==> src/hdl/ifr_pkg.sv <==
// Shared types and constants for the image flip and rotate engine.
// No dependencies; every other file of the block but ifr_ram imports this package.
package ifr_pkg;

	localparam int unsigned CHAN_W = 8;
	localparam int unsigned PIX_W  = 32;
	localparam int unsigned DIM_W  = 7;
	localparam int unsigned BPP_W  = 3;
	// Pixel counts and products of two dimensions both fit in 14 bits.
	localparam int unsigned CNT_W  = 14;
	localparam int unsigned PROD_W = 14;
	localparam int unsigned APB_AW = 4;
	localparam int unsigned APB_DW = 32;

	localparam logic [DIM_W-1:0] RST_WIDTH  = 7'd64;
	localparam logic [DIM_W-1:0] RST_HEIGHT = 7'd64;
	localparam logic [BPP_W-1:0] RST_BPP    = 3'd4;
	localparam logic             RST_MODE   = 1'b0;

	localparam logic ACT_LOAD  = 1'b0;
	localparam logic ACT_FETCH = 1'b1;

	localparam logic MODE_FLIP   = 1'b0;
	localparam logic MODE_ROTATE = 1'b1;

	typedef enum logic [1:0] {
		REG_WIDTH  = 2'd0,
		REG_HEIGHT = 2'd1,
		REG_BPP    = 2'd2,
		REG_MODE   = 2'd3
	} reg_idx_t;

	typedef enum logic [1:0] {
		ST_OK         = 2'd0,
		ST_NOT_FULL   = 2'd1,
		ST_STILL_FULL = 2'd2
	} status_t;

	typedef enum logic [1:0] {
		S_IDLE,
		S_EXEC,
		S_ADDR,
		S_RESP
	} state_t;

	typedef struct packed {
		logic              action;
		logic [CHAN_W-1:0] in_chan0;
		logic [CHAN_W-1:0] in_chan1;
		logic [CHAN_W-1:0] in_chan2;
		logic [CHAN_W-1:0] in_chan3;
	} in_item_t;

	typedef struct packed {
		logic [CHAN_W-1:0] out_chan0;
		logic [CHAN_W-1:0] out_chan1;
		logic [CHAN_W-1:0] out_chan2;
		logic [CHAN_W-1:0] out_chan3;
		logic              last_pixel;
		logic [1:0]        status;
	} out_item_t;

	typedef struct packed {
		logic [DIM_W-1:0] image_width;
		logic [DIM_W-1:0] image_height;
		logic [BPP_W-1:0] bytes_per_pixel;
		logic             transform_mode;
	} cfg_t;

	typedef struct packed {
		logic capture;
		logic exec;
		logic addr;
		logic emit;
	} ctrl_cmd_t;

	typedef struct packed {
		logic fetch_go;
		logic out_free;
	} dp_sts_t;

	function automatic logic [PIX_W-1:0] byte_mask(input logic [BPP_W-1:0] bpp);
		logic [PIX_W-1:0] m;
		begin
			unique case (bpp)
				3'd1:    m = 32'h0000_00FF;
				3'd2:    m = 32'h0000_FFFF;
				3'd3:    m = 32'h00FF_FFFF;
				default: m = 32'hFFFF_FFFF;
			endcase
			return m;
		end
	endfunction

endpackage

==> src/hdl/ifr_regs.sv <==
// APB configuration registers: width, height, pixel size and transform mode.
// Depends on ifr_pkg.
module ifr_regs (
	input  logic                      clk,
	input  logic                      arst_n,
	input  logic                      psel,
	input  logic                      penable,
	input  logic                      pwrite,
	input  logic [ifr_pkg::APB_AW-1:0] paddr,
	input  logic [ifr_pkg::APB_DW-1:0] pwdata,
	output logic [ifr_pkg::APB_DW-1:0] prdata,
	output logic                      pready,
	output ifr_pkg::cfg_t             cfg
);
	import ifr_pkg::*;

	cfg_t     cfg_q;
	reg_idx_t idx;
	logic     wr_en;

	assign idx    = reg_idx_t'(paddr[3:2]);
	assign wr_en  = psel && penable && pwrite;
	assign pready = 1'b1;
	assign cfg    = cfg_q;

	always_ff @(posedge clk or negedge arst_n) begin
		if (!arst_n) begin
			cfg_q.image_width     <= RST_WIDTH;
			cfg_q.image_height    <= RST_HEIGHT;
			cfg_q.bytes_per_pixel <= RST_BPP;
			cfg_q.transform_mode  <= RST_MODE;
		end else if (wr_en) begin
			unique case (idx)
				REG_WIDTH:  cfg_q.image_width     <= pwdata[DIM_W-1:0];
				REG_HEIGHT: cfg_q.image_height    <= pwdata[DIM_W-1:0];
				REG_BPP:    cfg_q.bytes_per_pixel <= pwdata[BPP_W-1:0];
				REG_MODE:   cfg_q.transform_mode  <= pwdata[0];
			endcase
		end
	end

	always_comb begin
		unique case (idx)
			REG_WIDTH:  prdata = APB_DW'(cfg_q.image_width);
			REG_HEIGHT: prdata = APB_DW'(cfg_q.image_height);
			REG_BPP:    prdata = APB_DW'(cfg_q.bytes_per_pixel);
			REG_MODE:   prdata = APB_DW'(cfg_q.transform_mode);
		endcase
	end

endmodule

==> config.mk <==
export PLATFORM = sky130hd
export DESIGN_NAME = ifr_regs
export DESIGN_NICKNAME = d
export VERILOG_FILES = /design/src/hdl/ifr_pkg.sv /design/src/hdl/ifr_regs.sv
export SDC_FILE = /design/constraint.sdc
export NUM_CORES = 1
export LEC_CHECK = 0
export ABC_AREA = 1
export BUFFER_PORTS_ARGS = -buffer_cell sky130_fd_sc_hd__buf_2
export CAP_MARGIN = 20
export CORE_MARGIN = 5
export CORE_UTILIZATION = 41
export CTS_BUF_LIST = sky130_fd_sc_hd__clkbuf_16
export DETAILED_ROUTE_END_ITERATION = 6
export PLACE_DENSITY_LB_ADDON = 0.12
export SYNTH_ARGS = -nofsm -noshare
export SYNTH_HDL_FRONTEND = slang
export SYNTH_SLANG_ARGS = --single-unit
==> constraint.sdc <==
create_clock -name clk -period 1.8 [get_ports clk]
set_input_delay 0.36 -clock clk [delete_from_list [all_inputs] [get_ports clk]]
set_output_delay 0.36 -clock clk [all_outputs]
set_load 0.03 [all_outputs]
==> flow_summary.yaml <==
cts:
  numCtsBuffers: 3
  post_cts_resized: 0
  cts-root-buf: "clkbuf_16"
  insertion_delay_ns: 0.24
  postCtsSetupRepairBufs: 0
  hold_buffers: 0
  clk_pin_slew_worst_paths_ns: 0.05
  cts_tree: "done"
  h-tree-depth: 1
  clock_sinks: 18
  clk_path_buf_depth: 2
setup_path:
  start_kind: "flop"
  cp.arrival_ns: 1.11
  cp.required_ns: 1.44
  reg2reg_to: "cfg[17]"
  endpoint_kind: "output pin"
  r2r-start: "cfg[17]"
  reg2reg_slack_ns: 1.09
  reg2reg_depth: 2
  critPathCapture: "prdata[2]"
  cp_max_fo: 3
  path_class: "reg2out"
  cp-startpoint: "cfg[3]"
power_and_ir_drop:
  power.share.combinational_pct: 35.4
  power_leakage_nw: 0.784
  powerDensity_mw_per_mm2: 1210
  power.internal_mw: 0.923
  p_switching_mw: 0.625
  vdd_drop_max_v: 0.000805
  sw_frac_of_total_pct: 40.4
  p_clk_share_pct: 28.4
  p_seq_share_pct: 36.2
synthesis:
  synth.cell_area_mm2: 0.00107
  yosysTopAreaCell: "dfrtp_1"
  yosysWarningCount: 0
  syn_avg_cell_area_um2: 7.41
  ys_seq_area_share_pct: 42.3
  syn_inst: 145
  yosysTopAreaCellShare_pct: 34.9
  ys_ff_latch: 18
  synthTopCellsByArea: "dfrtp_1 35%, nand2_1 27%, buf_4 18%"
  synthDistinctLibCells: 15
floorplan:
  start_util_pct: 43.0
  core_area_mm2: 0.00250
  rows: 18
  die_area_mm2: 0.00375
  io_pins: 92
  die_y_um: 61.2
  die_w_um: 61.2
grt:
  grt_start_max_net_pins: 19
  grt_pass1_wl_mm: 3.77
  grt_pass1_vias: 842
  antenna_found_initial: 0
  grt_usage_pct: 13.6
  overflow: 0
route:
  drtIter0Drc: 36
  drc: 0
  final_antenna_net_count: 0
  wl_per_cell_um: 11.4
  dr_total_vias: 944
  via_per_inst: 4.39
  wirelength_mm: 2.44
  first_pass_iters: 4
sta:
  rsz0062_at_grt: "false"
  hold_violations: 0
  post-route-min-period_ns: 1.47
  clock.fmax_mhz: 680
  finalSetupViolations: 0
  slew_violations: 0
  fin_crit_sh_pct: 81.6
  finClkSkew_ns: 0
  setup_tns_ns: 0
cells_and_area:
  final_common_cell: "nand2_1"
  fill_cells: 285
  syn2layout_area_growth_pct: 18.7
  antenna_cells: 0
  drive_gt1_share_pct: 27.6
  final_nets: 227
  final_core_util_pct: 51.1
  largest_reg_flops: 18
  mostFrequentLayoutCells: "78 x nand2_1, 38 x buf_2, 26 x conb_1"
place:
  dp_hpwl_mm: 1.92
  gp_routability_congestion: 0.798
  port_buffers: 38
status:
  status: "complete, no violations"
run:
  cap_violations: 0
hold_path:
  min_path_type: "in2async"
layer usage:
layer	vias to the layer above	share of wire, %	global-route usage (%)
li1	471	-	-
met1	425	41	16.9
met2	46	49	23.3
met3	2	10	3.77
met4	0	0.41	3.72
met5	-	0	0
worst max-delay path, stage by stage, from the launching register on:
cell and delay, ns:
dfstp_2 0.54, nand2_1 0.06, nand3_1 0.07, buf_2 0.19
Yosys cell counts:
| master | instances |
|---|---|
| nand2_4 | 1 |
| conb_1 | 2 |
| nor2_1 | 3 |
| nand3_1 | 6 |
| o21ai_0 | 1 |
| dfstp_2 | 3 |
| inv_4 | 1 |
| nor2_4 | 3 |
| dfrtp_1 | 15 |
| nand2_2 | 1 |
| buf_4 | 26 |
| inv_2 | 1 |
| nand2_1 | 78 |
| inv_1 | 3 |
| nand4_1 | 1 |
final cells by class:
type | instances | area (um2) | area share, %
clock buffer | 3 | 75.1 | 5.88
clock inverter | 1 | 3.75 | 0.294
inverter | 5 | 21.3 | 1.67
multi-input combinational | 120 | 494 | 38.7
sequential | 18 | 454 | 35.6
tap | 30 | 37.5 | 2.94
timing repair buffer | 38 | 190 | 14.9
worst min path at each step:
stage                     endpoint   start  slack, ns  cells past startpoint
final                       cfg[0]  arst_n       0.04                      1
after global routing       cfg[14]  arst_n       0.07                      1
after CTS                  cfg[14]  arst_n       0.06                      1
after detailed placement    cfg[0]  arst_n       0.32                      1
after global placement      cfg[0]  arst_n       0.31                      1
after floorplan             cfg[0]  arst_n       0.06                      0
power by group through the flow:
stage                     logic, mW  clock network (mW)  registers, mW
final                         0.548               0.440          0.560
after global routing          0.593               0.473          0.574
after CTS                     0.555               0.450          0.561
after detailed placement      0.554                   0          0.566
after global placement        0.548                   0          0.564
after floorplan               0.266                   0          0.730
logic make-up after synthesis:
family                 synth area share [%]
AOI/OAI and AO/OA                     0.465
buffers and inverters                  20.1
DFF                                    42.3
other                                 0.699
and+or+nand+nor                        36.4
metrics by stage:
step | total power, mW | instances | hold WS (ns) | area [um2] | setup WS [ns]
3_3_place_gp | 1.11 | 211 | 0.310 | 1200 | 0.333
5_1_grt | 1.64 | 215 | 0.0735 | 1280 | 0.243
4_1_cts | 1.57 | 215 | 0.0579 | 1280 | 0.316
2_1_floorplan | 0.996 | 169 | 0.0644 | 1160 | 0.498
3_5_place_dp | 1.12 | 211 | 0.315 | 1200 | 0.329
6_report | 1.55 | 215 | 0.0378 | 1280 | 0.330
Power figures use the tool's default switching activity.
