[src/hdl/ifr_pkg.sv]
// Shared types and constants for the image flip and rotate engine.
// No dependencies; every other file of the block but ifr_ram imports this package.
package ifr_pkg;

	localparam int unsigned CHAN_W = 8;
	localparam int unsigned PIX_W  = 32;
	localparam int unsigned DIM_W  = 7;
	localparam int unsigned BPP_W  = 3;
	// Pixel counts and products of two dimensions both fit in 14 bits.
	localparam int unsigned CNT_W  = 14;
	localparam int unsigned PROD_W = 14;
	localparam int unsigned APB_AW = 4;
	localparam int unsigned APB_DW = 32;

	localparam logic [DIM_W-1:0] RST_WIDTH  = 7'd64;
	localparam logic [DIM_W-1:0] RST_HEIGHT = 7'd64;
	localparam logic [BPP_W-1:0] RST_BPP    = 3'd4;
	localparam logic             RST_MODE   = 1'b0;

	localparam logic ACT_LOAD  = 1'b0;
	localparam logic ACT_FETCH = 1'b1;

	localparam logic MODE_FLIP   = 1'b0;
	localparam logic MODE_ROTATE = 1'b1;

	typedef enum logic [1:0] {
		REG_WIDTH  = 2'd0,
		REG_HEIGHT = 2'd1,
		REG_BPP    = 2'd2,
		REG_MODE   = 2'd3
	} reg_idx_t;

	typedef enum logic [1:0] {
		ST_OK         = 2'd0,
		ST_NOT_FULL   = 2'd1,
		ST_STILL_FULL = 2'd2
	} status_t;

	typedef enum logic [1:0] {
		S_IDLE,
		S_EXEC,
		S_ADDR,
		S_RESP
	} state_t;

	typedef struct packed {
		logic              action;
		logic [CHAN_W-1:0] in_chan0;
		logic [CHAN_W-1:0] in_chan1;
		logic [CHAN_W-1:0] in_chan2;
		logic [CHAN_W-1:0] in_chan3;
	} in_item_t;

	typedef struct packed {
		logic [CHAN_W-1:0] out_chan0;
		logic [CHAN_W-1:0] out_chan1;
		logic [CHAN_W-1:0] out_chan2;
		logic [CHAN_W-1:0] out_chan3;
		logic              last_pixel;
		logic [1:0]        status;
	} out_item_t;

	typedef struct packed {
		logic [DIM_W-1:0] image_width;
		logic [DIM_W-1:0] image_height;
		logic [BPP_W-1:0] bytes_per_pixel;
		logic             transform_mode;
	} cfg_t;

	typedef struct packed {
		logic capture;
		logic exec;
		logic addr;
		logic emit;
	} ctrl_cmd_t;

	typedef struct packed {
		logic fetch_go;
		logic out_free;
	} dp_sts_t;

	function automatic logic [PIX_W-1:0] byte_mask(input logic [BPP_W-1:0] bpp);
		logic [PIX_W-1:0] m;
		begin
			unique case (bpp)
				3'd1:    m = 32'h0000_00FF;
				3'd2:    m = 32'h0000_FFFF;
				3'd3:    m = 32'h00FF_FFFF;
				default: m = 32'hFFFF_FFFF;
			endcase
			return m;
		end
	endfunction

endpackage

[src/hdl/ifr_ctrl.sv]
// Controller state machine: sequences accept, execute, address and respond.
// Depends on ifr_pkg for the state, command and status types.
module ifr_ctrl (
	input  logic               clk,
	input  logic               arst_n,
	input  logic               in_valid,
	output logic               in_ready,
	input  ifr_pkg::dp_sts_t   sts,
	output ifr_pkg::ctrl_cmd_t cmd
);
	import ifr_pkg::*;

	state_t state_q;
	state_t state_nxt;

	always_ff @(posedge clk or negedge arst_n) begin
		if (!arst_n) begin
			state_q <= S_IDLE;
		end else begin
			state_q <= state_nxt;
		end
	end

	always_comb begin
		state_nxt = state_q;
		unique case (state_q)
			S_IDLE: begin
				if (in_valid) state_nxt = S_EXEC;
			end
			S_EXEC: begin
				state_nxt = sts.fetch_go ? S_ADDR : S_RESP;
			end
			S_ADDR: begin
				state_nxt = S_RESP;
			end
			S_RESP: begin
				if (sts.out_free) state_nxt = S_IDLE;
			end
		endcase
	end

	always_comb begin
		in_ready    = (state_q == S_IDLE);
		cmd.capture = (state_q == S_IDLE) && in_valid;
		cmd.exec    = (state_q == S_EXEC);
		cmd.addr    = (state_q == S_ADDR);
		cmd.emit    = (state_q == S_RESP) && sts.out_free;
	end

endmodule

[config.mk]
export PLATFORM = sky130hd
export DESIGN_NAME = ifr_ctrl
export DESIGN_NICKNAME = d
export VERILOG_FILES = /design/src/hdl/ifr_pkg.sv /design/src/hdl/ifr_ctrl.sv
export SDC_FILE = /design/constraint.sdc
export NUM_CORES = 1
export LEC_CHECK = 0
export BUFFER_PORTS_ARGS = -buffer_cell sky130_fd_sc_hd__buf_2
export CAP_MARGIN = 20
export CORE_AREA = 2 2 39 41
export DETAILED_ROUTE_END_ITERATION = 8
export DIE_AREA = 0 0 41 43
export PLACE_DENSITY_LB_ADDON = 0.1
export REMOVE_ABC_BUFFERS = 1
export SLEW_MARGIN = 20
export SYNTH_ARGS = -nofsm -noshare
export SYNTH_HDL_FRONTEND = slang
export SYNTH_SLANG_ARGS = --single-unit
[constraint.sdc]
create_clock -name clk -period 2.03 [get_ports clk]
set_clock_uncertainty 0.15 [all_clocks]
set_input_delay 0.1015 -clock clk [delete_from_list [all_inputs] [get_ports clk]]
set_output_delay 0.1015 -clock clk [all_outputs]
set_load 0.01 [all_outputs]
==> results of run 1 <==
metal layers:
metal / part of all wire / GRT usage / vias up
li1: - / - / 84
met1: 0.41 / 0.0611 / 65
met2: 0.51 / 0.0750 / 6
met3: 0.078 / 0.0157 / 0
met4: 0 / 0.100 / 0
met5: 0 / 0 / -
worst min path at each step:
| stage | slack, ns | to | cells after the start | startpoint |
|---|---|---|---|---|
| floorplan | -0.34 | state_q[0]$_DFFE_PN0P_ | 0 | arst_n |
| global placement | -0.26 | state_q[0]$_DFFE_PN0P_ | 1 | arst_n |
| detailed placement | -0.26 | state_q[1]$_DFFE_PN0P_ | 1 | arst_n |
| CTS | 0.02 | state_q[0]$_DFFE_PN0P_ | 2 | arst_n |
| global route | 0.05 | state_q[0]$_DFFE_PN0P_ | 2 | arst_n |
| finish | 0.04 | state_q[0]$_DFFE_PN0P_ | 2 | arst_n |
cell type report:
class / instances / area [um2] / area share
repair buffers: 10 / 55.1 / 0.195
multi-input cells: 13 / 124 / 0.438
clock buffers: 3 / 22.5 / 0.0796
inverters: 3 / 11.3 / 0.0398
flip-flops and latches: 2 / 50.0 / 0.177
well taps: 16 / 20.0 / 0.0708
cell families (layout without fill, tap and decap cells):
logic type	count (synthesis)	count (layout)
AND/OR/NAND/NOR	5	5
adder cells (fa/ha/maj)	4	4
AO/OA/AOI/OAI	3	3
buffers and inverters	3	16
flip-flops	2	2
multiplexers	1	1
synth_stat cells:
cell type                 instances
sky130_fd_sc_hd__inv_2            1
sky130_fd_sc_hd__nor2b_1          1
sky130_fd_sc_hd__o31ai_1          2
sky130_fd_sc_hd__nor2_1           1
sky130_fd_sc_hd__nor2b_4          1
sky130_fd_sc_hd__a21o_1           1
sky130_fd_sc_hd__dfrtp_1          2
sky130_fd_sc_hd__inv_1            2
sky130_fd_sc_hd__mux2_4           1
sky130_fd_sc_hd__and2_1           2
sky130_fd_sc_hd__ha_1             4
layout by cell type, fill, tap and decap left out:
cell type and instances:
sky130_fd_sc_hd__and2_1 2, sky130_fd_sc_hd__inv_2 1, sky130_fd_sc_hd__o31ai_1 2, sky130_fd_sc_hd__dfrtp_1 2, sky130_fd_sc_hd__dlygate4sd3_1 1, sky130_fd_sc_hd__nor2b_4 1, sky130_fd_sc_hd__mux2_4 1, sky130_fd_sc_hd__buf_2 9
sky130_fd_sc_hd__clkbuf_4 3, sky130_fd_sc_hd__inv_1 2, sky130_fd_sc_hd__a21o_1 1, sky130_fd_sc_hd__ha_1 4, sky130_fd_sc_hd__nor2b_1 1, sky130_fd_sc_hd__nor2_1 1
metrics by stage:
| step | power (W) | utilization | std cells |
|---|---|---|---|
| 3_3_place_gp | 0.000329 | 0.181 | 43 |
| 4_1_cts | 0.000425 | 0.204 | 47 |
| 5_1_grt | 0.000465 | 0.204 | 47 |
| 2_1_floorplan | 0.000260 | - | 18 |
| 3_5_place_dp | 0.000326 | 0.181 | 43 |
| 6_report | 0.000411 | 0.204 | 47 |
worst max-delay path, stage by stage (launching register included):
cell and delay [ns]:
sky130_fd_sc_hd__dfrtp_1 0.41, sky130_fd_sc_hd__inv_1 0.09, sky130_fd_sc_hd__ha_1 0.25, sky130_fd_sc_hd__a21o_1 0.20
sky130_fd_sc_hd__mux2_4 0.30
timing repair:
action                                 CTS  global route
hold buffers                             1             0
endpoints found under the hold margin    2             0
buffers inserted                         0             0
where the power goes:
| part | switching, W | internal, W |
|---|---|---|
| Sequential | 0.0000276 | 0.0000629 |
| Clock | 0.0000235 | 0.0000653 |
| Combinational | 0.000107 | 0.000125 |
==> reports/results.env, run 1 <==
GRT_MAX_DEGREE=6
POST-PLACE-WS_NS=0.524
YS_FF_LATCH=2
MAX_FREQ_MHz=659
GROUTE.USAGE.OVERALL=0.0612
GLOBAL_ROUTE_WIRE_LENGTH_BEFORE_REPAIR_UM=648
REGISTERS.TOP_BY_FF_COUNT='state_q'
SLEW_AT_THE_PIN_CLOSEST_TO_ITS_MAX_SLEW_LIMIT_NS=0.202
DETAIL_ROUTE.ITER0.VIOLATIONS=0
GRT_OVF=0
POST-ROUTE-PERIOD-UTIL=0.747
DRT-PASS1-ITER-COUNT=1
FINAL_SETUP_VIOLATION_COUNT=0
YS_SEQ_AREA_FRAC=0.270
NETLIST.AREA_LEADER.SHARE=0.270
DIE-AREA_UM2=1760
SYNTH_AREA_LEADERS='sky130_fd_sc_hd__dfrtp_1 27%, sky130_fd_sc_hd__ha_1 27%, sky130_fd_sc_hd__mux2_4 8.1%, sky130_fd_sc_hd__o31ai_1 8.1%, sky130_fd_sc_hd__nor2b_4 7.4%'
CELL_AREA_AFTER_SYNTHESIS_UM2=185
TIMING.REG2REG.SETUP_SLACK_NS=0.51
ROUTED_VIAS=155
TNS_NS=0
END_POINT_OF_THE_CRITICAL_PATH='state_q[1]$_DFFE_PN0P_'
VIAS_IN_THE_FIRST_GLOBAL_ROUTE=180
FINAL_MAX_SLEW_VIOLATION_COUNT=0
CTS-RESIZED-GATES=0
DIE-WIDTH_UM=41
POWER.DENSITY_nW_PER_UM2=1450
CRITPATHARRIVALTIME_NS=1.47
STARTPOINT_TYPE='flop'
INITIAL_UTILIZATION=0.134
CORE_FOOTPRINT_UM2=1380
ROW_COUNT=14
PORTBUFFERS=9
STDCELL_AREA_UM2=283
CLOCK_INSERTION_DELAY_WORST_SKEW_NS=0.22
LARGEST_REGISTER_FFS=2
YOSYS_WARNINGS=0
SYNTHXORXNORAREAFRAC=0
CTS.HTREE.LEVELS=1
CTS_TREE='built'
FIN_WORST_HOLD_SLACK_NS=0.0362
FINAL.SETUP.WORST_SLACK_NS=0.513
FINALWIRELENGTH_UM=373
POWER.LEAKAGE_nW=0.163
AVGVIACOUNTPERCELL=3.30
SINKS_ON_THE_CLOCK_NET=2
WORST_CASE_CLOCK_BUFFER_DEPTH=2
SYNTH-SIMPLE-AREA-SHARE=0.196
SYNTH_ADDER_AREA_SHARE=0.270
SYNTHESIS.AREA_PER_INSTANCE_UM2=10.3
YOSYS.AREA.TOP_TYPE='sky130_fd_sc_hd__dfrtp_1'
TIMING.FINAL.CRIT_PERIOD_NS=1.52
DESIGN.PORTCOUNT=10
MAX_SLEW_MARGIN=0.864
GP_CONGESTION=0.666
WORST_SETUP_PATH_END_KIND='flop'
R2R-END='state_q[1]$_DFFE_PN0P_'
GRT_ANTENNA_BEFORE_REPAIR=0
DRIVE_GT1_FRAC=0.484
NETS=42
SYNTHESIS.INSTANCES=18
SYNTHTOLAYOUTAREAGROWTH_PCT=52.7
SHARE_OF_SYNTHESIZED_AREA_SPENT_ON_MULTIPLEXERS=0.0811
RR_WORST_DEPTH=4
PEAKVDDDROP_mV=0.551
CRITICAL_PATH_CLASS='flop to flop'
TIMING.MAX_CAP.VIOLATIONS=0
GRT_SETUP_UNREPAIRED='false'
FINAL_HOLD_VIOL_COUNT=0
DP_HPWL_UM=281
HEIGHT_OF_THE_DIE_UM=43
ANT_NETS=0
WORSTHOLDPATHTYPE='primary input to async pin'
CRITICAL_PATH_REQUIRED_NS=1.98
TIMING.RR.START='state_q[0]$_DFFE_PN0P_'
WL_PER_CELL_UM=7.94
CLOCK-ROOT-BUFFER='sky130_fd_sc_hd__clkbuf_4'
REMAINING_DRC_ERRORS=0
POST_SYNTH_NUM_CELL_TYPES=11
N_ANTENNA_CELL=0
REGISTERS_WITH_THE_MOST_FLIP_FLOPS='state_q x2'
NUMCTSBUFFERS=3
OUTCOME='completed'
CRITPATHLAUNCH='state_q[0]$_DFFE_PN0P_'
FILLCELLCOUNT=163
CLOCK_SLEW_AT_THE_REGISTER_CLOCK_PINS_OF_THE_WORST_SETUP_AND_HOLD_PATHS_NS=0.03
PLACED_CELL_AREA_UM2=250
WORSTPATHMAXFANOUT=5
SYNTH_COMPOUND_GATE_AREA_SHARE=0.122
SYNTH_TOP_FAMILY_BY_AREA='adder cells'
Power figures use the tool's default switching activity.
==> run 2: changes to the inputs <==
ABC_AREA = 1   (was default)
clock period = 1.27 ns   (was 2.03 ns; I/O delays follow)
==> run 2 against run 1 <==
Net effect:
- the flow now finishes with violations (negative setup slack)
- largest cell class unchanged
- register-to-register slack worse by 0.48 ns
- power grew 150%
- highest routed layer unchanged
- via count increased by 50%
==> reports/results.env, run 2 <==
OUTCOME='finished, violations left'  # was completed
FAILING_CHECKS='negative setup slack'
MAX_FREQ_MHz=752
YOSYS_WARNINGS=0  # unchanged
WORST_SETUP_PATH_END_KIND='primary output'  # was flop
SYNTH-SIMPLE-AREA-SHARE=0.350  # was 0.196
CLOCK-ROOT-BUFFER='sky130_fd_sc_hd__clkbuf_4'  # unchanged
DP_HPWL_UM=358  # was 281 um
DRT-PASS1-ITER-COUNT=1  # unchanged
CRITICAL_PATH_REQUIRED_NS=1.06  # was 1.98 ns
VIAS_IN_THE_FIRST_GLOBAL_ROUTE=245  # was 180
PORTBUFFERS=9  # unchanged
DIE-AREA_UM2=1760  # unchanged
GP_CONGESTION=0.667  # was 0.666
SYNTHXORXNORAREAFRAC=0  # unchanged
NETS=60  # was 42
CORE_FOOTPRINT_UM2=1380  # unchanged
HEIGHT_OF_THE_DIE_UM=43  # unchanged
MOST_USED_CELLS_IN_THE_LAYOUT_EXCLUDING_FILL_AND_TAP_CELLS='8 x sky130_fd_sc_hd__nand2_1, 7 x sky130_fd_sc_hd__buf_2, 6 x sky130_fd_sc_hd__buf_6'  # was 9 x sky130_fd_sc_hd__buf_2, 4 x sky130_fd_sc_hd__ha_1, 3 x sky130_fd_sc_hd__clkbuf_4
YOSYS.AREA.TOP_TYPE='sky130_fd_sc_hd__dfrtp_1'  # unchanged
REGISTERS.TOP_BY_FF_COUNT='state_q'  # unchanged
DIE-WIDTH_UM=41  # unchanged
CRITPATHARRIVALTIME_NS=1.12  # was 1.47 ns
POWER.DENSITY_nW_PER_UM2=2360  # was 1450 nW/um2
GRT_OVF=0  # unchanged
CTS_TREE='built'  # unchanged
WL_PER_CELL_UM=7.38  # was 7.94 um
STARTPOINT_TYPE='flop'  # unchanged
FILLCELLCOUNT=156  # was 163
LAYOUT.CELLS.MOST_COMMON='sky130_fd_sc_hd__nand2_1'  # was sky130_fd_sc_hd__buf_2
DRIVE_GT1_FRAC=0.592  # was 0.484
CLOCK_SLEW_AT_THE_REGISTER_CLOCK_PINS_OF_THE_WORST_SETUP_AND_HOLD_PATHS_NS=0.03  # about the same
CELL_AREA_AFTER_SYNTHESIS_UM2=200  # was 185 um2
POST-SYNTH-TOP-COUNT-CELL='sky130_fd_sc_hd__nand2_1'  # was sky130_fd_sc_hd__ha_1
FINAL.SETUP.WORST_SLACK_NS=-0.0597  # was 0.513 ns
DETAIL_ROUTE.ITER0.VIOLATIONS=0  # unchanged
YS_SEQ_AREA_FRAC=0.250  # was 0.270
WORST_CASE_CLOCK_BUFFER_DEPTH=2  # unchanged
TIMING.MAX_CAP.VIOLATIONS=0  # unchanged
FINAL_SETUP_VIOLATION_COUNT=4  # was 0
NUMCTSBUFFERS=3  # unchanged
GROUTE.USAGE.OVERALL=0.0753  # was 0.0612
MAX_SLEW_MARGIN=0.920  # was 0.864
GLOBAL_ROUTE_WIRE_LENGTH_BEFORE_REPAIR_UM=862  # was 648 um
SYNTHESIS.AREA_PER_INSTANCE_UM2=6.90  # was 10.3 um2
POST-PLACE-WS_NS=0.0154  # was 0.524 ns
SINKS_ON_THE_CLOCK_NET=2  # unchanged
TIMING.CRITICAL_PATH.CELLS='buf_6 > buf_6 > ha_4 > buf_6'  # was inv_1 > ha_1 > a21o_1 > mux2_4
WORSTPATHMAXFANOUT=3  # was 5
CTS.HTREE.LEVELS=1  # unchanged
SHARE_OF_SYNTHESIZED_AREA_SPENT_ON_MULTIPLEXERS=0  # was 0.0811
LARGEST_REGISTER_FFS=2  # unchanged
TOP_CELLS_BY_INSTANCE_COUNT_AFTER_SYNTHESIS='10 x sky130_fd_sc_hd__nand2_1, 8 x sky130_fd_sc_hd__inv_1, 4 x sky130_fd_sc_hd__ha_1'  # was 4 x sky130_fd_sc_hd__ha_1, 2 x sky130_fd_sc_hd__and2_1, 2 x sky130_fd_sc_hd__dfrtp_1, 2 x sky130_fd_sc_hd__inv_1, 2 x sky130_fd_sc_hd__o31ai_1
DESIGN.PORTCOUNT=10  # unchanged
WORSTHOLDPATHTYPE='primary input to flop'  # was primary input to async pin
REMAINING_DRC_ERRORS=0  # unchanged
ROUTED_VIAS=233  # was 155
NETLIST.AREA_LEADER.SHARE=0.250  # was 0.270
REGISTERS_WITH_THE_MOST_FLIP_FLOPS='state_q x2'  # unchanged
SYNTH_ADDER_AREA_SHARE=0.250  # was 0.270
YS_FF_LATCH=2  # unchanged
GRT_ANTENNA_BEFORE_REPAIR=0  # unchanged
POST_SYNTH_NUM_CELL_TYPES=7  # was 11
CRITICAL_PATH.MOST_COMMON_CELL='sky130_fd_sc_hd__buf_6'
SYNTH_COMPOUND_GATE_AREA_SHARE=0  # was 0.122
AVGVIACOUNTPERCELL=3.58  # was 3.30
FIN_WORST_HOLD_SLACK_NS=0.0593  # was 0.0362 ns
SLEW_AT_THE_PIN_CLOSEST_TO_ITS_MAX_SLEW_LIMIT_NS=0.121  # was 0.202 ns
SYNTH_TOP_FAMILY_BY_AREA='simple AND/OR/NAND/NOR gates'  # was adder cells
ANT_NETS=0  # unchanged
SYNTHESIS.INSTANCES=29  # was 18
FINALWIRELENGTH_UM=480  # was 373 um
PEAKVDDDROP_mV=0.968  # was 0.551 mV
CRITICAL_PATH_CLASS='flop to primary output'  # was flop to flop
SYNTH_AREA_LEADERS='sky130_fd_sc_hd__dfrtp_1 25%, sky130_fd_sc_hd__ha_1 25%, sky130_fd_sc_hd__nand2_1 19%, sky130_fd_sc_hd__inv_1 15%, sky130_fd_sc_hd__nand2_2 6.3%'  # was sky130_fd_sc_hd__dfrtp_1 27%, sky130_fd_sc_hd__ha_1 27%, sky130_fd_sc_hd__mux2_4 8.1%, sky130_fd_sc_hd__o31ai_1 8.1%, sky130_fd_sc_hd__nor2b_4 7.4%
POWER.LEAKAGE_nW=0.256  # was 0.163 nW
FINAL_HOLD_VIOL_COUNT=0  # unchanged
GRT_SETUP_UNREPAIRED='true'  # was false
SYNTHTOLAYOUTAREAGROWTH_PCT=116  # was 52.7%
POSTSYNTH.TOPFLOPCELL='sky130_fd_sc_hd__dfrtp_1'  # unchanged
FINAL_MAX_SLEW_VIOLATION_COUNT=0  # unchanged
CRITICAL-PATH-SLOWEST-CELL='sky130_fd_sc_hd__dfrtp_1'  # unchanged
N_ANTENNA_CELL=0  # unchanged
POST-ROUTE-PERIOD-UTIL=1.05
CLOCK_INSERTION_DELAY_WORST_SKEW_NS=0.22  # about the same
SYNTH_ASYNC_SR_FLOP_SHARE=1.00  # unchanged
TIMING.FINAL.CRIT_PERIOD_NS=1.33
CRITICAL_PATH.MAX_STAGE_DELAY_NS=0.39  # was 0.41 ns
NUMBER_OF_ENABLE_TYPE_REGISTER_CELLS_IN_THE_SYNTHESIZED_NETLIST=0  # unchanged
ROW_COUNT=14  # unchanged
INITIAL_UTILIZATION=0.145  # was 0.134
GRT_MAX_DEGREE=5  # was 6
## run 2: final timing paths
check                                        from                endpoint  slack, ns  cells after the start
setup / recovery           state_q[1]$_DFFE_PN0P_                  cmd[1]      -0.06                      4
hold / removal                             sts[1]  state_q[0]$_DFFE_PN0P_       0.06                      6
setup reg to reg           state_q[0]$_DFFE_PN0P_  state_q[0]$_DFFE_PN0P_       0.03                      6
hold reg to reg            state_q[0]$_DFFE_PN0P_  state_q[0]$_DFFE_PN0P_       0.47                      3
max in group asynchronous                  arst_n  state_q[0]$_DFFE_PN0P_       0.31                      3
min in group asynchronous                  arst_n  state_q[1]$_DFFE_PN0P_       0.53                      3
## run 2: area by class of cell
class	count	area [um2]	share of cell area
flip-flops and latches	2	50.0	0.116
multi-input cells	19	173	0.399
clock buffers	3	22.5	0.0520
repair buffers	17	138	0.318
inverters	8	30.0	0.0694
well taps	16	20.0	0.0462
## run 2: cells by family (layout without fill, tap and decap cells)
kind of cell             after synthesis  after routing
buffers and inverters                  8             28
flip-flops                             2              2
adder cells (fa/ha/maj)                4              4
AND/OR/NAND/NOR                       15             15
## run 2: critical path: cells and delay by family, from the launching register on
family     cells  cell delay, ns
fa+ha+maj      1            0.14
buf+inv        3            0.36
flops          1            0.39
## run 2: timing repair
action | in CTS | in global routing
setup buffers | 3 | 0
hold endpoints to repair | 2 | 0
pin swaps | 1 | 2
endpoints found under the setup margin | 4 | 7
hold buffers | 2 | 0
resized for setup | 14 | 5
## run 2: per-layer routing
layer  part of all wire  GRT usage  vias to the layer above  wire length (um)
met5                  0          0                        -                 0
met4                  0     0.0800                        0                 0
met3              0.038          0                        0                18
met2               0.63      0.125                        4               302
met1               0.33     0.0740                      106               159
li1                   -          -                      123                 -
## run 2: report_power, final
group          total (W)  internal [W]  switching (W)
clock           0.000138      0.000104      0.0000344
combinational   0.000755      0.000404       0.000351
sequential      0.000130      0.000101      0.0000293
## run 2: stage by stage
stage	util	TNS [ns]	instances	area (um2)	total power, W
detailed placement	0.208	0	57	288	0.000608
CTS	0.299	-0.261	65	414	0.00101
global placement	0.208	0	57	288	0.000612
floorplan	-	0	29	200	0.000421
finish	0.313	-0.188	65	433	0.00102
global route	0.313	-0.503	65	433	0.00114
==> run 3: changes to the inputs <==
CAP_MARGIN = 30   (was 20)
clock period = 1.7 ns   (was 1.27 ns; I/O delays follow)
==> run 3 against run 2 <==
Net effect:
- the flow now finishes without violations
- global-route usage decreased by 1.9 points
- combinational power decreased by 62%
- worst setup slack improved by 0.34 ns
- power decreased by 52%
- sequential share of layout area increased by 5.2 points
- hold slack got worse by 0.041 ns
- first-iteration DRC count increased by 1
- via count decreased by 15%
- sequential cell count unchanged
- register-to-register slack improved by 0.41 ns
- wire length decreased by 21%
- sequential power decreased by 19%
- critical endpoint is now cmd[3]
- largest cell class unchanged
==> reports/results.env, run 3 (synthesized netlist as in run 2, its figures left out) <==
FILLCELLCOUNT=163  # was 156
GRT_OVF=0  # unchanged
SLEW_AT_THE_PIN_CLOSEST_TO_ITS_MAX_SLEW_LIMIT_NS=0.163  # was 0.121 ns
ROW_COUNT=14  # unchanged
MOST_USED_CELLS_IN_THE_LAYOUT_EXCLUDING_FILL_AND_TAP_CELLS='10 x sky130_fd_sc_hd__nand2_1, 9 x sky130_fd_sc_hd__buf_2, 8 x sky130_fd_sc_hd__inv_1'  # was 8 x sky130_fd_sc_hd__nand2_1, 7 x sky130_fd_sc_hd__buf_2, 6 x sky130_fd_sc_hd__buf_6
DP_HPWL_UM=321  # was 358 um
CRITPATHARRIVALTIME_NS=1.18  # was 1.12 ns
AVGVIACOUNTPERCELL=3.40  # was 3.58
ROUTED_VIAS=197  # was 233
WORSTPATHMAXFANOUT=4  # was 3
CTS_TREE='built'  # unchanged
RR_WORST_DEPTH=6  # unchanged
GP_CONGESTION=0.651  # was 0.667
MAX_FREQ_MHz=705
POST-ROUTE-PERIOD-UTIL=0.834
LARGEST_REGISTER_FFS=2  # unchanged
R2R-END='state_q[0]$_DFFE_PN0P_'  # unchanged
POST_CTS_HOLD_BUFFER_COUNT=1  # was 2
GLOBAL_ROUTE_WIRE_LENGTH_BEFORE_REPAIR_UM=600  # was 862 um
INITIAL_UTILIZATION=0.145  # unchanged
GRT_SETUP_UNREPAIRED='false'  # was true
TIMING.MAX_CAP.VIOLATIONS=0  # unchanged
GROUTE.USAGE.OVERALL=0.0562  # was 0.0753
FIN_WORST_HOLD_SLACK_NS=0.0184  # was 0.0593 ns
DETAIL_ROUTE.ITER0.VIOLATIONS=1  # was 0
STARTPOINT_TYPE='flop'  # unchanged
WORST_CASE_CLOCK_BUFFER_DEPTH=2  # unchanged
PEAKVDDDROP_mV=0.616  # was 0.968 mV
CTS_SETUP_BUFFERS=0  # was 3
TNS_NS=0  # was -0.188 ns
GRT_ANTENNA_BEFORE_REPAIR=0  # unchanged
WORST_SETUP_PATH_END_KIND='primary output'  # unchanged
DESIGN.PORTCOUNT=10  # unchanged
FINALWIRELENGTH_UM=379  # was 480 um
OUTCOME='completed'  # was finished, violations left
CORE_FOOTPRINT_UM2=1380  # unchanged
TIMING.FINAL.CRIT_PERIOD_NS=1.42
CTS.HTREE.LEVELS=1  # unchanged
DIE-WIDTH_UM=41  # unchanged
ANT_NETS=0  # unchanged
POWER.LEAKAGE_nW=0.206  # was 0.256 nW
CRITICAL_PATH_CLASS='flop to primary output'  # unchanged
FINAL_SETUP_VIOLATION_COUNT=0  # was 4
WL_PER_CELL_UM=6.53  # was 7.38 um
TIMING.REG2REG.SETUP_SLACK_NS=0.44  # was 0.03 ns
NETS=53  # was 60
CLOCK_INSERTION_DELAY_WORST_SKEW_NS=0.22  # about the same
SYNTHTOLAYOUTAREAGROWTH_PCT=48.8  # was 116%
CLOCK-ROOT-BUFFER='sky130_fd_sc_hd__clkbuf_4'  # unchanged
LAYOUT.CELLS.MOST_COMMON='sky130_fd_sc_hd__nand2_1'  # unchanged
PORTBUFFERS=9  # unchanged
VIAS_IN_THE_FIRST_GLOBAL_ROUTE=170  # was 245
CLOCK_SLEW_AT_THE_REGISTER_CLOCK_PINS_OF_THE_WORST_SETUP_AND_HOLD_PATHS_NS=0.03  # about the same
DRIVE_GT1_FRAC=0.357  # was 0.592
N_ANTENNA_CELL=0  # unchanged
MAX_SLEW_MARGIN=0.892  # was 0.920
FINAL_HOLD_VIOL_COUNT=0  # unchanged
DIE-AREA_UM2=1760  # unchanged
NUMCTSBUFFERS=3  # unchanged
HEIGHT_OF_THE_DIE_UM=43  # unchanged
POWER.DENSITY_nW_PER_UM2=1660  # was 2360 nW/um2
REGISTERS.TOP_BY_FF_COUNT='state_q'  # unchanged
REGISTERS_WITH_THE_MOST_FLIP_FLOPS='state_q x2'  # unchanged
DRT-PASS1-ITER-COUNT=2  # was 1
WORSTHOLDPATHTYPE='primary input to async pin'  # was primary input to flop
TIMING.RR.START='state_q[0]$_DFFE_PN0P_'  # unchanged
CTS-RESIZED-GATES=0  # was 14
REMAINING_DRC_ERRORS=0  # unchanged
FINAL_MAX_SLEW_VIOLATION_COUNT=0  # unchanged
SINKS_ON_THE_CLOCK_NET=2  # unchanged
CRITICAL_PATH_REQUIRED_NS=1.46  # was 1.06 ns
GRT_MAX_DEGREE=6  # was 5
==> run 3: cell count changes in the layout (fill, tap and decap cells not counted), sizes merged <==
cell and change:
buf -6, dlygate4sd3 -1
==> run 3: per-layer routing <==
metal | wire length [um] | vias to the layer above | track usage
li1 | - | 111 | -
met1 | 147 | 82 | 0.0577
met3 | 23 | 0 | 0.0314
met4 | 0 | 0 | 0.0600
met2 | 208 | 4 | 0.0719
met5 | 0 | - | 0
==> run 3: through the flow <==
stage | std cells | total power [W] | area, um2 | worst slack, ns | utilization
floorplan | 29 | 0.000315 | 200 | 0.460 | -
global placement | 54 | 0.000406 | 265 | 0.409 | 0.192
detailed placement | 54 | 0.000397 | 265 | 0.424 | 0.192
CTS | 58 | 0.000512 | 298 | 0.256 | 0.215
global route | 58 | 0.000568 | 298 | 0.156 | 0.215
finish | 58 | 0.000495 | 298 | 0.282 | 0.215
==> run 3: layout make-up <==
cell class | count | area [um2] | area share
Tap cell | 16 | 20.0 | 0.0672
Multi-Input combinational cell | 19 | 120 | 0.403
Inverter | 8 | 30.0 | 0.101
Sequential cell | 2 | 50.0 | 0.168
Clock buffer | 3 | 22.5 | 0.0756
Timing Repair Buffer | 10 | 55.1 | 0.185
==> run 3: how the worst max path moves through the flow <==
| stage | from | to | slack (ns) | cells after the start |
|---|---|---|---|---|
| 2_1_floorplan | state_q[0]$_DFFE_PN0P_ | state_q[0]$_DFFE_PN0P_ | 0.46 | 6 |
| 3_3_place_gp | state_q[1]$_DFFE_PN0P_ | state_q[0]$_DFFE_PN0P_ | 0.41 | 6 |
| 3_5_place_dp | state_q[0]$_DFFE_PN0P_ | state_q[0]$_DFFE_PN0P_ | 0.42 | 6 |
| 4_1_cts | state_q[0]$_DFFE_PN0P_ | cmd[3] | 0.26 | 5 |
| 5_1_grt | state_q[0]$_DFFE_PN0P_ | cmd[3] | 0.16 | 5 |
| 6_report | state_q[0]$_DFFE_PN0P_ | cmd[3] | 0.28 | 5 |
==> run 3: report_power, final <==
group / switching [W] / leakage [nW] / internal, W
logic: 0.000163 / 0.169 / 0.000123
clock network: 0.0000263 / 0.0138 / 0.0000778
registers: 0.0000297 / 0.0238 / 0.0000752
==> run 3: critical path: stages (launching register included) <==
cell	delay, ns
sky130_fd_sc_hd__dfrtp_1	0.40
sky130_fd_sc_hd__inv_1	0.11
sky130_fd_sc_hd__ha_1	0.22
sky130_fd_sc_hd__nand2_1	0.06
sky130_fd_sc_hd__inv_1	0.05
sky130_fd_sc_hd__buf_2	0.12
